<file path="src/rtl/ldfw_pkg.sv">
// ----------------------------------------------------------------------------
// ldfw_pkg
// Types, constants and the digit step shared by the decimal field writer.
// ----------------------------------------------------------------------------
package ldfw_pkg;

  // Command bases and character codes
  localparam logic [7:0] CMD_ROW1_BASE = 8'h7F;
  localparam logic [7:0] CMD_ROW2_BASE = 8'hBF;
  localparam logic [7:0] ASCII_ZERO    = 8'h30;
  localparam logic [7:0] ASCII_ERR     = 8'h65;

  // Display geometry
  localparam logic [7:0] ROW_FIRST = 8'd1;
  localparam logic [7:0] ROW_LAST  = 8'd2;
  localparam logic [7:0] COL_FIRST = 8'd1;
  localparam logic [7:0] COL_LAST  = 8'd16;

  // Decimal places handled, most significant first
  localparam int unsigned NUM_DIGITS = 5;
  localparam logic [3:0]  MAX_COUNT  = 4'd5;
  localparam logic [16:0] PLACE_POW [NUM_DIGITS] = '{
    17'd10000, 17'd1000, 17'd100, 17'd10, 17'd1
  };

  // Default depth of the job queue between front and back
  localparam int unsigned Q_DEPTH = 2;

  // Input item
  typedef struct packed {
    logic [7:0]  row;
    logic [7:0]  column;
    logic [15:0] value;
    logic [3:0]  digit_count;
  } in_item_t;

  // Result item
  typedef struct packed {
    logic [7:0] out_byte;
    logic       is_data;
    logic       last;
  } out_item_t;

  // Stage of the conversion pipe
  typedef struct packed {
    logic [7:0]                 cmd;
    logic                       err;
    logic [2:0]                 cnt;
    logic [15:0]                rem;
    logic [NUM_DIGITS-1:0][3:0] digits;
  } pipe_t;

  // Job handed from front to back
  typedef struct packed {
    logic [7:0]                 cmd;
    logic                       err;
    logic [2:0]                 cnt;
    logic [NUM_DIGITS-1:0][3:0] digits;
  } job_t;

  // One decimal digit and what is left below it
  typedef struct packed {
    logic [3:0]  digit;
    logic [15:0] rem;
  } dstep_t;

  // Peel one digit off r at place pw by a compare ladder
  function automatic dstep_t digit_step(input logic [15:0] r, input logic [16:0] pw);
    dstep_t     res;
    logic [16:0] sub;
    res.digit = 4'd0;
    for (int d = 1; d <= 9; d++) begin
      if ({1'b0, r} >= 17'(17'(d) * pw)) begin
        res.digit = 4'(d);
      end
    end
    sub     = 17'({13'd0, res.digit} * pw);
    res.rem = 16'({1'b0, r} - sub);
    return res;
  endfunction

endpackage

</file>
<file path="src/rtl/ldfw_front.sv">
// ----------------------------------------------------------------------------
// ldfw_front
// Accepts items, builds the cursor command and extracts five decimal digits,
// one digit per pipe stage.
// ----------------------------------------------------------------------------
module ldfw_front (
  input  logic             clk,
  input  logic             rst_n,
  input  logic             in_valid,
  output logic             in_stall,
  input  ldfw_pkg::in_item_t in_data,
  output logic             push_valid,
  input  logic             push_ready,
  output ldfw_pkg::job_t   push_job
);
  import ldfw_pkg::*;

  localparam int unsigned STAGES = NUM_DIGITS + 1;

  pipe_t                stage_r   [STAGES];
  logic  [STAGES-1:0]   valid_r;
  logic  [STAGES-1:0]   valid_nxt;
  pipe_t                entry;
  logic                 adv;
  logic                 pos_ok;
  logic  [7:0]          row_eff;
  logic  [7:0]          col_eff;

  // Advance the whole pipe unless the tail is blocked by a full queue
  assign adv      = !valid_r[STAGES-1] || push_ready;
  assign in_stall = !adv;

  // Classify position and count
  always_comb begin
    pos_ok  = (in_data.row >= ROW_FIRST) && (in_data.row <= ROW_LAST) &&
              (in_data.column >= COL_FIRST) && (in_data.column <= COL_LAST);
    row_eff = pos_ok ? in_data.row : ROW_FIRST;
    col_eff = pos_ok ? in_data.column : COL_FIRST;
    entry        = '0;
    entry.cmd    = ((row_eff == ROW_FIRST) ? CMD_ROW1_BASE : CMD_ROW2_BASE) + col_eff;
    entry.err    = in_data.digit_count > MAX_COUNT;
    entry.cnt    = entry.err ? 3'd0 : in_data.digit_count[2:0];
    entry.rem    = in_data.value;
  end

  // Shift valid bits
  always_comb begin
    valid_nxt = valid_r;
    if (adv) begin
      valid_nxt = {valid_r[STAGES-2:0], in_valid};
    end
  end

  always_ff @(posedge clk) begin
    if (!rst_n) begin
      valid_r <= '0;
    end else begin
      valid_r <= valid_nxt;
    end
  end

  // Load the head stage
  always_ff @(posedge clk) begin
    if (adv) begin
      stage_r[0] <= entry;
    end
  end

  // One digit per stage, most significant place first
  for (genvar k = 0; k < NUM_DIGITS; k++) begin : g_digit
    dstep_t step;
    pipe_t  nxt;
    always_comb begin
      step   = digit_step(stage_r[k].rem, PLACE_POW[k]);
      nxt    = stage_r[k];
      nxt.rem = step.rem;
      nxt.digits[k] = step.digit;
    end
    always_ff @(posedge clk) begin
      if (adv) begin
        stage_r[k+1] <= nxt;
      end
    end
  end

  // Hand the finished job to the queue
  assign push_valid      = valid_r[STAGES-1];
  assign push_job.cmd    = stage_r[STAGES-1].cmd;
  assign push_job.err    = stage_r[STAGES-1].err;
  assign push_job.cnt    = stage_r[STAGES-1].cnt;
  assign push_job.digits = stage_r[STAGES-1].digits;

endmodule

</file>
<file path="src/rtl/ldfw_queue.sv">
// ----------------------------------------------------------------------------
// ldfw_queue
// Small job queue that lets front and back stall independently.
// ----------------------------------------------------------------------------
module ldfw_queue #(
  parameter int unsigned DEPTH = ldfw_pkg::Q_DEPTH
) (
  input  logic           clk,
  input  logic           rst_n,
  input  logic           push_valid,
  output logic           push_ready,
  input  ldfw_pkg::job_t push_job,
  output logic           pop_valid,
  input  logic           pop,
  output ldfw_pkg::job_t pop_job
);
  import ldfw_pkg::*;

  localparam int unsigned PW = (DEPTH > 1) ? $clog2(DEPTH) : 1;
  localparam int unsigned CW = $clog2(DEPTH + 1);
  localparam logic [PW-1:0] LAST_PTR = PW'(DEPTH - 1);

  job_t          mem_r [DEPTH];
  logic [PW-1:0] wr_ptr_r, wr_ptr_nxt;
  logic [PW-1:0] rd_ptr_r, rd_ptr_nxt;
  logic [CW-1:0] count_r, count_nxt;
  logic          do_push;
  logic          do_pop;

  assign push_ready = count_r != CW'(DEPTH);
  assign pop_valid  = count_r != '0;
  assign do_push    = push_valid && push_ready;
  assign do_pop     = pop && pop_valid;
  assign pop_job    = mem_r[rd_ptr_r];

  // Advance pointers and count
  always_comb begin
    wr_ptr_nxt = wr_ptr_r;
    rd_ptr_nxt = rd_ptr_r;
    count_nxt  = count_r;
    if (do_push) begin
      wr_ptr_nxt = (wr_ptr_r == LAST_PTR) ? '0 : wr_ptr_r + 1'b1;
    end
    if (do_pop) begin
      rd_ptr_nxt = (rd_ptr_r == LAST_PTR) ? '0 : rd_ptr_r + 1'b1;
    end
    if (do_push && !do_pop) begin
      count_nxt = count_r + 1'b1;
    end else if (do_pop && !do_push) begin
      count_nxt = count_r - 1'b1;
    end
  end

  always_ff @(posedge clk) begin
    if (!rst_n) begin
      wr_ptr_r <= '0;
      rd_ptr_r <= '0;
      count_r  <= '0;
    end else begin
      wr_ptr_r <= wr_ptr_nxt;
      rd_ptr_r <= rd_ptr_nxt;
      count_r  <= count_nxt;
    end
  end

  // Store the job
  always_ff @(posedge clk) begin
    if (do_push) begin
      mem_r[wr_ptr_r] <= push_job;
    end
  end

endmodule

</file>
<file path="src/rtl/ldfw_back.sv">
// ----------------------------------------------------------------------------
// ldfw_back
// Walks each job byte by byte: cursor command, then digits or the error mark.
// ----------------------------------------------------------------------------
module ldfw_back (
  input  logic                clk,
  input  logic                rst_n,
  input  logic                job_valid,
  input  ldfw_pkg::job_t      job,
  output logic                job_pop,
  output logic                out_valid,
  input  logic                out_stall,
  output ldfw_pkg::out_item_t out_data
);
  import ldfw_pkg::*;

  logic [2:0] pos_r, pos_nxt;
  logic       out_valid_r, out_valid_nxt;
  out_item_t  out_r;
  out_item_t  byte_nxt;
  logic       load;
  logic [2:0] n_bytes;
  logic [2:0] dig_idx;

  // Refill the output register when empty or being taken
  assign load = !out_valid_r || !out_stall;

  // Pick the byte for the current position
  always_comb begin
    n_bytes  = job.err ? 3'd2 : 3'(job.cnt + 3'd1);
    dig_idx  = 3'(3'd4 + pos_r - job.cnt);
    byte_nxt = '0;
    if (pos_r == 3'd0) begin
      byte_nxt.out_byte = job.cmd;
      byte_nxt.is_data  = 1'b0;
    end else if (job.err) begin
      byte_nxt.out_byte = ASCII_ERR;
      byte_nxt.is_data  = 1'b1;
    end else begin
      byte_nxt.out_byte = ASCII_ZERO + {4'd0, job.digits[dig_idx]};
      byte_nxt.is_data  = 1'b1;
    end
    byte_nxt.last = pos_r == 3'(n_bytes - 3'd1);
  end

  // Step position, drop the job after its last byte
  always_comb begin
    pos_nxt       = pos_r;
    out_valid_nxt = out_valid_r;
    job_pop       = 1'b0;
    if (load) begin
      out_valid_nxt = job_valid;
      if (job_valid) begin
        if (byte_nxt.last) begin
          pos_nxt = 3'd0;
          job_pop = 1'b1;
        end else begin
          pos_nxt = pos_r + 3'd1;
        end
      end
    end
  end

  always_ff @(posedge clk) begin
    if (!rst_n) begin
      pos_r       <= '0;
      out_valid_r <= 1'b0;
    end else begin
      pos_r       <= pos_nxt;
      out_valid_r <= out_valid_nxt;
    end
  end

  // Hold the byte while stalled
  always_ff @(posedge clk) begin
    if (load && job_valid) begin
      out_r <= byte_nxt;
    end
  end

  assign out_valid = out_valid_r;
  assign out_data  = out_r;

endmodule

</file>
<file path="src/rtl/lcd_decimal_field_writer.sv">
// An accepted item's cursor command passes the front pipe and job queue to out_*.
// Throughput: one byte per cycle while out_stall is low; an item takes 1..6 bytes;
//   the single output byte register sets this figure, and items follow seamlessly.
// Reset (rst_n low, synchronous) empties the conversion pipe, the job queue and
//   the output register; payload registers keep their contents.
// ----------------------------------------------------------------------------
// lcd_decimal_field_writer
// Turns a row, column and 16-bit value into a cursor command and ASCII digits or an error mark.
// ----------------------------------------------------------------------------
module lcd_decimal_field_writer #(
  parameter int unsigned QUEUE_DEPTH = ldfw_pkg::Q_DEPTH
) (
  input  logic                clk,
  input  logic                rst_n,
  input  logic                in_valid,
  output logic                in_stall,
  input  ldfw_pkg::in_item_t  in_data,
  output logic                out_valid,
  input  logic                out_stall,
  output ldfw_pkg::out_item_t out_data
);
  import ldfw_pkg::*;

  logic push_valid;
  logic push_ready;
  job_t push_job;
  logic job_valid;
  logic job_pop;
  job_t job;

  ldfw_front u_front (
    .clk        (clk),
    .rst_n      (rst_n),
    .in_valid   (in_valid),
    .in_stall   (in_stall),
    .in_data    (in_data),
    .push_valid (push_valid),
    .push_ready (push_ready),
    .push_job   (push_job)
  );

  ldfw_queue #(
    .DEPTH (QUEUE_DEPTH)
  ) u_queue (
    .clk        (clk),
    .rst_n      (rst_n),
    .push_valid (push_valid),
    .push_ready (push_ready),
    .push_job   (push_job),
    .pop_valid  (job_valid),
    .pop        (job_pop),
    .pop_job    (job)
  );

  ldfw_back u_back (
    .clk       (clk),
    .rst_n     (rst_n),
    .job_valid (job_valid),
    .job       (job),
    .job_pop   (job_pop),
    .out_valid (out_valid),
    .out_stall (out_stall),
    .out_data  (out_data)
  );

endmodule

</file>
<file path="config.mk">
export PLATFORM = sky130hd
export DESIGN_NAME = lcd_decimal_field_writer
export DESIGN_NICKNAME = d
export VERILOG_FILES = /design/src/rtl/ldfw_pkg.sv /design/src/rtl/ldfw_front.sv /design/src/rtl/ldfw_queue.sv /design/src/rtl/ldfw_back.sv /design/src/rtl/lcd_decimal_field_writer.sv
export SDC_FILE = /design/constraint.sdc
export NUM_CORES = 1
export LEC_CHECK = 0
export ABC_AREA = 1
export BUFFER_PORTS_ARGS = -buffer_cell sky130_fd_sc_hd__buf_2
export CORE_AREA = 2 2 163 165
export DETAILED_ROUTE_END_ITERATION = 16
export DIE_AREA = 0 0 165 167
export PLACE_DENSITY = 0.8
export SETUP_SLACK_MARGIN = 0.4
export SYNTH_ARGS = -nofsm -noshare
export SYNTH_HDL_FRONTEND = slang
export SYNTH_SLANG_ARGS = --single-unit
</file>
<file path="constraint.sdc">
create_clock -name clk -period 6.1 [get_ports clk]
set_input_delay 0.305 -clock clk [delete_from_list [all_inputs] [get_ports clk]]
set_output_delay 0.305 -clock clk [all_outputs]
set_load 0.01 [all_outputs]
</file>
==> impl_metrics.py, run 1 <==
metrics = {
    "placed_design": {
        "port_buffers": 51,
        "place_congestion": 0.9638,
        "dp_hpwl_mm": 17.48,
        "dpl_cell_area_um2": 14760,
    },
    "clock_tree": {
        "clock-root-buffer": "clkbuf_16",
        "htreeDepth": 1,
        "clk_pin_slew_worst_paths_ps": 60,
        "post_cts_buffers": 0,
        "cts_tree": "yes",
        "clk_latency_ps": 560,
        "cts_buffer_depth": 3,
        "cts.sinks": 294,
        "numCtsBuffers": 30,
    },
    "sta": {
        "tns_ps": 0,
        "finalHoldViolations": 0,
        "holdWs_ps": 37.44,
        "setup_violations": 0,
        "worstMarginPinSlew_ps": 1115,
        "post-route-min-period_ps": 5104,
        "fin_worst_skew_ps": 26.65,
        "slew_viol_final": 0,
        "slew_headroom_pct": 25.09,
        "finalCritPeriodShare_pct": 83.67,
        "rsz0062_at_grt": "false",
        "fmax_mhz": 195.9,
    },
    "die": {
        "dieWidth_um": 165,
        "start_util_pct": 54.56,
        "die_y_um": 167,
        "die_area_um2": 27560,
        "placementRows": 59,
        "ios": 52,
        "core_um2": 25760,
    },
    "synth": {
        "syn_area_um2": 14060,
        "synth_warnings": 0,
        "synth_async_sr_flop_share_pct": 0,
        "synth_area_leaders": "edfxtp_1 (60%), ha_1 (7.2%), nand2_1 (5.9%), inv_1 (4.6%), nor2_1 (3.0%)",
        "synthMostInstantiatedCell": "edfxtp_1",
        "synth_cells": 1241,
        "synth_area_leader_cell": "edfxtp_1",
        "ys_seq_elements": 294,
        "ys.flop_type": "edfxtp_1",
        "synth_commonest_cells": "edfxtp_1 (279), nand2_1 (222), inv_1 (172)",
        "yosysUniqueCellTypes": 50,
        "syn-mean-instance-area_um2": 11.33,
        "synth_top_area_share_pct": 59.60,
        "synth-seq-area-share_pct": 61.74,
        "synth_edf_count": 279,
    },
    "routing": {
        "vias": 8969,
        "via_per_inst": 5.273,
        "finalWirelength_mm": 25.31,
        "firstDrtPassIters": 6,
        "drt_iter0_drc": 598,
        "drc": 0,
        "wl_per_cell_um": 14.88,
        "drtAntennaViolNets": 0,
    },
    "hold_path": {
        "hold_path.class": "input pin to flop",
    },
    "run": {
        "cap_violations": 0,
    },
    "layout": {
        "drive_above_1_share_pct": 8.712,
        "nets": 1479,
        "fill_cells": 1943,
        "fin_area_um2": 15910,
        "multi_input_area_um2": 4697,
        "diodes": 0,
        "seq_area_um2": 8678,
        "syn2layout_area_growth_pct": 13.17,
    },
    "global_routing": {
        "grt_max_degree": 129,
        "antenna_found_initial": 0,
        "grt_pass1_vias": 9135,
        "grt_usage_pct": 18.80,
        "grt_pass1_wl_mm": 42.05,
        "grt-ovfl-total": 0,
    },
    "worst_setup_path": {
        "reg2reg_depth": 23,
        "timing.rr.end": "u_front.stage_r[2][35]$_DFFE_PN_",
        "cp_slowest_cell": "fa_1",
        "critPathArrivalTime_ps": 5390,
        "criticalPathCategory": "flop to flop",
        "worstSetupPathDepth": 23,
        "cp_common_cell": "inv_1",
        "start_kind": "flop",
        "crit_fanout": 8,
        "rr_startpoint": "u_front.stage_r[1][34]$_DFFE_PN_",
        "end_kind": "flop",
        "crit_path_start": "u_front.stage_r[1][34]$_DFFE_PN_",
        "required_ps": 6390,
        "slowest_delay_ps": 560,
        "cp.buffers_inverters": 5,
        "reg2reg_slack_ps": 1000,
        "critical_path.cell_chain": "nor2_1 -> nand2_1 -> a31oi_2 -> inv_1 -> nor2_1 -> buf_4 -> inv_1 -> fa_1 -> inv_1 -> fa_1 -> inv_1 -> ha_1 -> a21oi_1 -> nand2_1 -> a21oi_1 -> o21ai_0 -> xnor2_1 -> ha_1 -> nand2_1 -> nor3_1 -> nand3_1 -> o211ai_1 -> xnor2_1",
        "path_delay_family": "adder cells",
        "endpoint": "u_front.stage_r[2][35]$_DFFE_PN_",
    },
    "pwr": {
        "p_leak_uw": 0.006772,
        "ir_worst_vdd_uv": 390.4,
        "power_density_nw_per_um2": 505.5,
    },
    "status": {
        "status": "complete, no violations",
    },
}
## cells in the final DEF (no fill, tap or decap), drive strengths merged, types with 7 or more instances in the layout
master	netlist	routed
edfxtp	279	279
nand2	225	225
inv	175	176
nor2	115	115
ha	81	81
a21oi	67	67
o21ai	58	58
buf	6	57
nand3	54	54
xor2	44	44
clkbuf	0	42
xnor2	25	25
dlygate4sd3	0	18
fa	15	15
dfxtp	15	15
nor3	14	14
nand4	10	10
clkinv	1	9
o21bai	8	8
a31oi	7	7
## per-layer routing
metal / GRT usage [%] / wire, um / up-vias
met4: 6.049 / 587 / 0
met2: 34.38 / 13340 / 195
li1: - / - / 4456
met5: 0 / 0 / -
met3: 2.790 / 950 / 53
met1: 22.57 / 10430 / 4265
## area by class of cell
class,instances,share of cell area [%]
clock inverters,13,0.9989
multi-input cells,766,29.53
well taps,335,2.635
flip-flops and latches,294,54.55
repair buffers,75,3.020
inverters,176,4.200
clock buffers,42,5.065
## cell families after synthesis
family                   count (synthesis)  synth area share [%]
AND/OR/NAND/NOR                        429                 12.64
flip-flops                             294                 61.74
buffers and inverters                  182                 4.949
AO/OA/AOI/OAI                          170                 6.890
adder cells (fa/ha/maj)                 96                 9.347
XOR/XNOR                                69                 4.406
other                                    1               0.02668
## worst min path at each step
| stage | startpoint | end | cells past startpoint |
|---|---|---|---|
| after global routing | rst_n | u_front.valid_r[5]$_SDFFE_PN0N_ | 2 |
| after global placement | u_front.stage_r[4][2]$_DFFE_PN_ | u_front.stage_r[5][2]$_DFFE_PN_ | 0 |
| after CTS | rst_n | u_front.valid_r[5]$_SDFFE_PN0N_ | 2 |
| after detailed placement | u_front.stage_r[1][40]$_DFFE_PN_ | u_front.stage_r[2][40]$_DFFE_PN_ | 0 |
| final | rst_n | u_front.valid_r[5]$_SDFFE_PN0N_ | 2 |
| after floorplan | u_front.stage_r[0][20]$_DFFE_PN_ | u_front.stage_r[1][20]$_DFFE_PN_ | 0 |
## power by group
group | switching [uW] | internal [uW]
Clock | 724 | 1050
Combinational | 2020 | 1340
Sequential | 185 | 2720
Total | 2930 | 5110
## flip-flops by register name, indices dropped and copies added, names as in the netlist, named ones only
signal,cells
u_back.out_data,10
u_back.out_valid,1
u_back.pos_r,3
u_front.stage_r,207
u_front.valid_r,6
u_queue.count_r,2
u_queue.mem_r,62
u_queue.rd_ptr_r,1
u_queue.wr_ptr_r,1
## stage by stage
step,power (uW),utilization [%],setup slack (ps),instances
global route,8700,61.75,459.9,1701
detailed placement,6290,57.28,863.1,1628
CTS,8091,61.72,848.0,1701
finish,8041,61.75,996.2,1701
floorplan,5496,-,963.8,1242
global placement,6234,57.28,925.8,1628
## worst register-to-register path, delay by kind of cell, from the launching register on
family,cells,cell delay [ps]
xor+xnor,2,220
simple gates,7,970
fa+ha+maj,4,1760
flops,1,440
compound gates,5,880
buf+inv,5,570
## timing repair
| action | in CTS | in global routing |
|---|---|---|
| endpoints found under the setup margin | 0 | 2 |
| endpoints found under the hold margin | 18 | 0 |
| hold buffers | 18 | 0 |
| gates resized for setup | 0 | 1 |
No activity file was read; power rests on OpenSTA's default activity.
==> run 2: changes to the inputs <==
- PLACE_DENSITY: 0.8 -> 0.82
- clock period: 6.1 -> 4.35 ns (I/O delays scaled with it)
==> run 2 against run 1 <==
  * The flow now finishes with violations (setup timing)
  * Fmax increased by 11%
  * Die area unchanged
  * Total power increased by 87%
  * Setup slack got worse by 1200 ps
  * Cell area increased by 11%
  * First-iteration DRC count increased by 27%
  * Sequential cell count unchanged
  * Utilization increased by 6.6 points
==> impl_metrics.py, run 2 (synthesized netlist as in run 1, its figures left out) <==
metrics = {
    "sta": {
        "finalCritPeriodShare_pct": 105.4,
        "fin_worst_skew_ps": 9.845,
        "worstMarginPinSlew_ps": 1096,
        "rsz0062_at_grt": "true",
        "post-route-min-period_ps": 4586,
        "finalHoldViolations": 0,
        "slew_viol_final": 0,
        "fmax_mhz": 218.0,
        "setup_violations": 6,
        "slew_headroom_pct": 26.92,
        "tns_ps": -1156,
        "worst_slack_ps": -236.4,
    },
    "pwr": {
        "ir_worst_vdd_uv": 848.8,
        "power_density_nw_per_um2": 853.3,
        "p_seq_share_pct": 27.2,
        "pwr-share-clk_pct": 17.6,
        "internal_power_uw": 9288,
        "pwr-share-comb_pct": 55.3,
        "swShare_pct": 38.23,
        "p_sw_uw": 5747,
        "p_leak_uw": 0.007419,
    },
    "run": {
        "cap_violations": 0,
    },
    "layout": {
        "post-route-util_pct": 68.39,
        "fin_area_um2": 17620,
        "final_common_cell": "edfxtp_1",
        "diodes": 0,
        "seq_area_um2": 8680,
        "syn2layout_area_growth_pct": 25.35,
        "nets": 1592,
        "drive_above_1_share_pct": 26.44,
        "layout_common_cells": "edfxtp_1 (279), nand2_1 (191), inv_1 (144), buf_4 (109), nor2_1 (95)",
        "regMostFlops": "u_front.stage_r",
        "largest_reg_flops": 207,
        "fill_cells": 1635,
        "multi_input_area_um2": 5461,
    },
    "clock_tree": {
        "cts_tree": "yes",
        "clk_pin_slew_worst_paths_ps": 70,
        "cts.sinks": 294,
        "clock-root-buffer": "clkbuf_16",
        "cts_buffer_depth": 3,
        "htreeDepth": 1,
        "numCtsBuffers": 29,
        "clk_latency_ps": 560,
    },
    "worst_setup_path": {
        "cp_common_cell": "nand2_2",
        "cp.buffers_inverters": 3,
        "critPathArrivalTime_ps": 4890,
        "end_kind": "flop",
        "crit_fanout": 5,
        "path_delay_family": "adder cells",
        "required_ps": 4660,
        "critical_path.cell_chain": "nor2_2 -> nand2_2 -> nor2_4 -> inv_2 -> a21oi_4 -> nand2_2 -> a21oi_4 -> fa_1 -> inv_2 -> fa_1 -> ha_4 -> a21oi_4 -> nand2_2 -> nand2_2 -> nand2_2 -> a21oi_2 -> xor2_1 -> ha_1 -> inv_2 -> o21bai_4 -> a211oi_2 -> o211ai_1 -> xnor2_1",
        "cp_slowest_cell": "fa_1",
        "criticalPathCategory": "flop to flop",
        "start_kind": "flop",
        "slowest_delay_ps": 490,
    },
    "die": {
        "die_area_um2": 27560,
        "die_y_um": 167,
        "ios": 52,
        "dieWidth_um": 165,
        "start_util_pct": 54.56,
        "core_um2": 25760,
        "placementRows": 59,
    },
    "routing": {
        "vias": 9844,
        "drtAntennaViolNets": 0,
        "firstDrtPassIters": 5,
        "finalWirelength_mm": 30.07,
        "wl_per_cell_um": 16.58,
        "drc": 0,
        "via_per_inst": 5.427,
        "drt_iter0_drc": 758,
    },
    "global_routing": {
        "antenna_found_initial": 0,
        "grt-ovfl-total": 0,
        "grt_pass1_vias": 9128,
        "grt_max_degree": 211,
        "grt_usage_pct": 19.53,
        "grt_pass1_wl_mm": 43.25,
    },
    "placed_design": {
        "dpl_cell_area_um2": 15150,
        "port_buffers": 51,
        "place_congestion": 0.9475,
        "dp_hpwl_mm": 17.02,
    },
    "hold_path": {
        "hold_path.class": "input pin to flop",
    },
    "status": {
        "failed_checks": "setup timing",
        "status": "complete, but fails checks",
    },
}
run 2: cell types whose count changed in the layout (fill, tap and decap cells not counted), sizes merged:
cell / before / now
buf: 57 / 166
bufinv: 3 / 6
clkbuf: 42 / 33
clkinv: 9 / 13
clkinvlp: 1 / 2
dlygate4sd3: 18 / 23
run 2: stage by stage:
stage / setup WS [ps] / hold WS (ps) / std cells / power, uW
after floorplan: -98.55 / 316.4 / 1242 / 7959
after global placement: -45.56 / 393.5 / 1666 / 9499
after detailed placement: -162.4 / 395.6 / 1666 / 9695
after CTS: -160.9 / 3.537 / 1775 / 13270
after global routing: -498.9 / 14.23 / 1814 / 15770
final: -236.4 / 28.96 / 1814 / 15040
run 2: worst paths after layout:
kind / startpoint / to / slack, ps / depth (start not counted)
setup / recovery: u_front.stage_r[1][34]$_DFFE_PN_ / u_front.stage_r[2][35]$_DFFE_PN_ / -240 / 23
hold / removal: in_data[24] / u_front.stage_r[0][43]$_DFFE_PN_ / 30 / 3
setup reg to reg: u_front.stage_r[1][34]$_DFFE_PN_ / u_front.stage_r[2][35]$_DFFE_PN_ / -240 / 23
hold reg to reg: u_front.stage_r[0][44]$_DFFE_PN_ / u_front.stage_r[1][44]$_DFFE_PN_ / 410 / 0
run 2: cell type report:
cell class,instances,share of cell area (%)
Multi-Input combinational cell,766,31.00
Timing Repair Buffer,189,7.833
Inverter,176,3.799
Sequential cell,294,49.26
Clock buffer,33,4.204
Clock inverter,21,1.527
Tap cell,335,2.379
run 2: layer usage:
metal  track usage [%]  wire length [um]
met5                 0                 0
met4             6.427              1237
met3             3.088              1458
met2             35.53             15860
met1             23.44             11510
run 2: what timing repair did:
action | in CTS | in global routing
endpoints found under the setup margin | 25 | 26
hold endpoints to repair | 27 | 0
resized for setup | 45 | 128
setup buffers | 32 | 39
pin swaps | 28 | 59
hold buffers | 23 | 0
gates cloned | 0 | 0
run 2: worst reg2reg max path: cells and delay by family, from the launching register on:
family / cells / cell delay (ps)
adder cells (fa/ha/maj): 4 / 1530
AO/OA/AOI/OAI: 7 / 1110
AND/OR/NAND/NOR: 7 / 690
flip-flops: 1 / 400
XOR/XNOR: 2 / 310
buffers and inverters: 3 / 290
run 2: power groups by stage:
stage	registers, uW	logic, uW	clock network (uW)
floorplan	4040	3920	0
global placement	4100	5400	0
detailed placement	4110	5580	0
CTS	4060	6550	2660
global route	4110	8870	2780
finish	4080	8310	2640
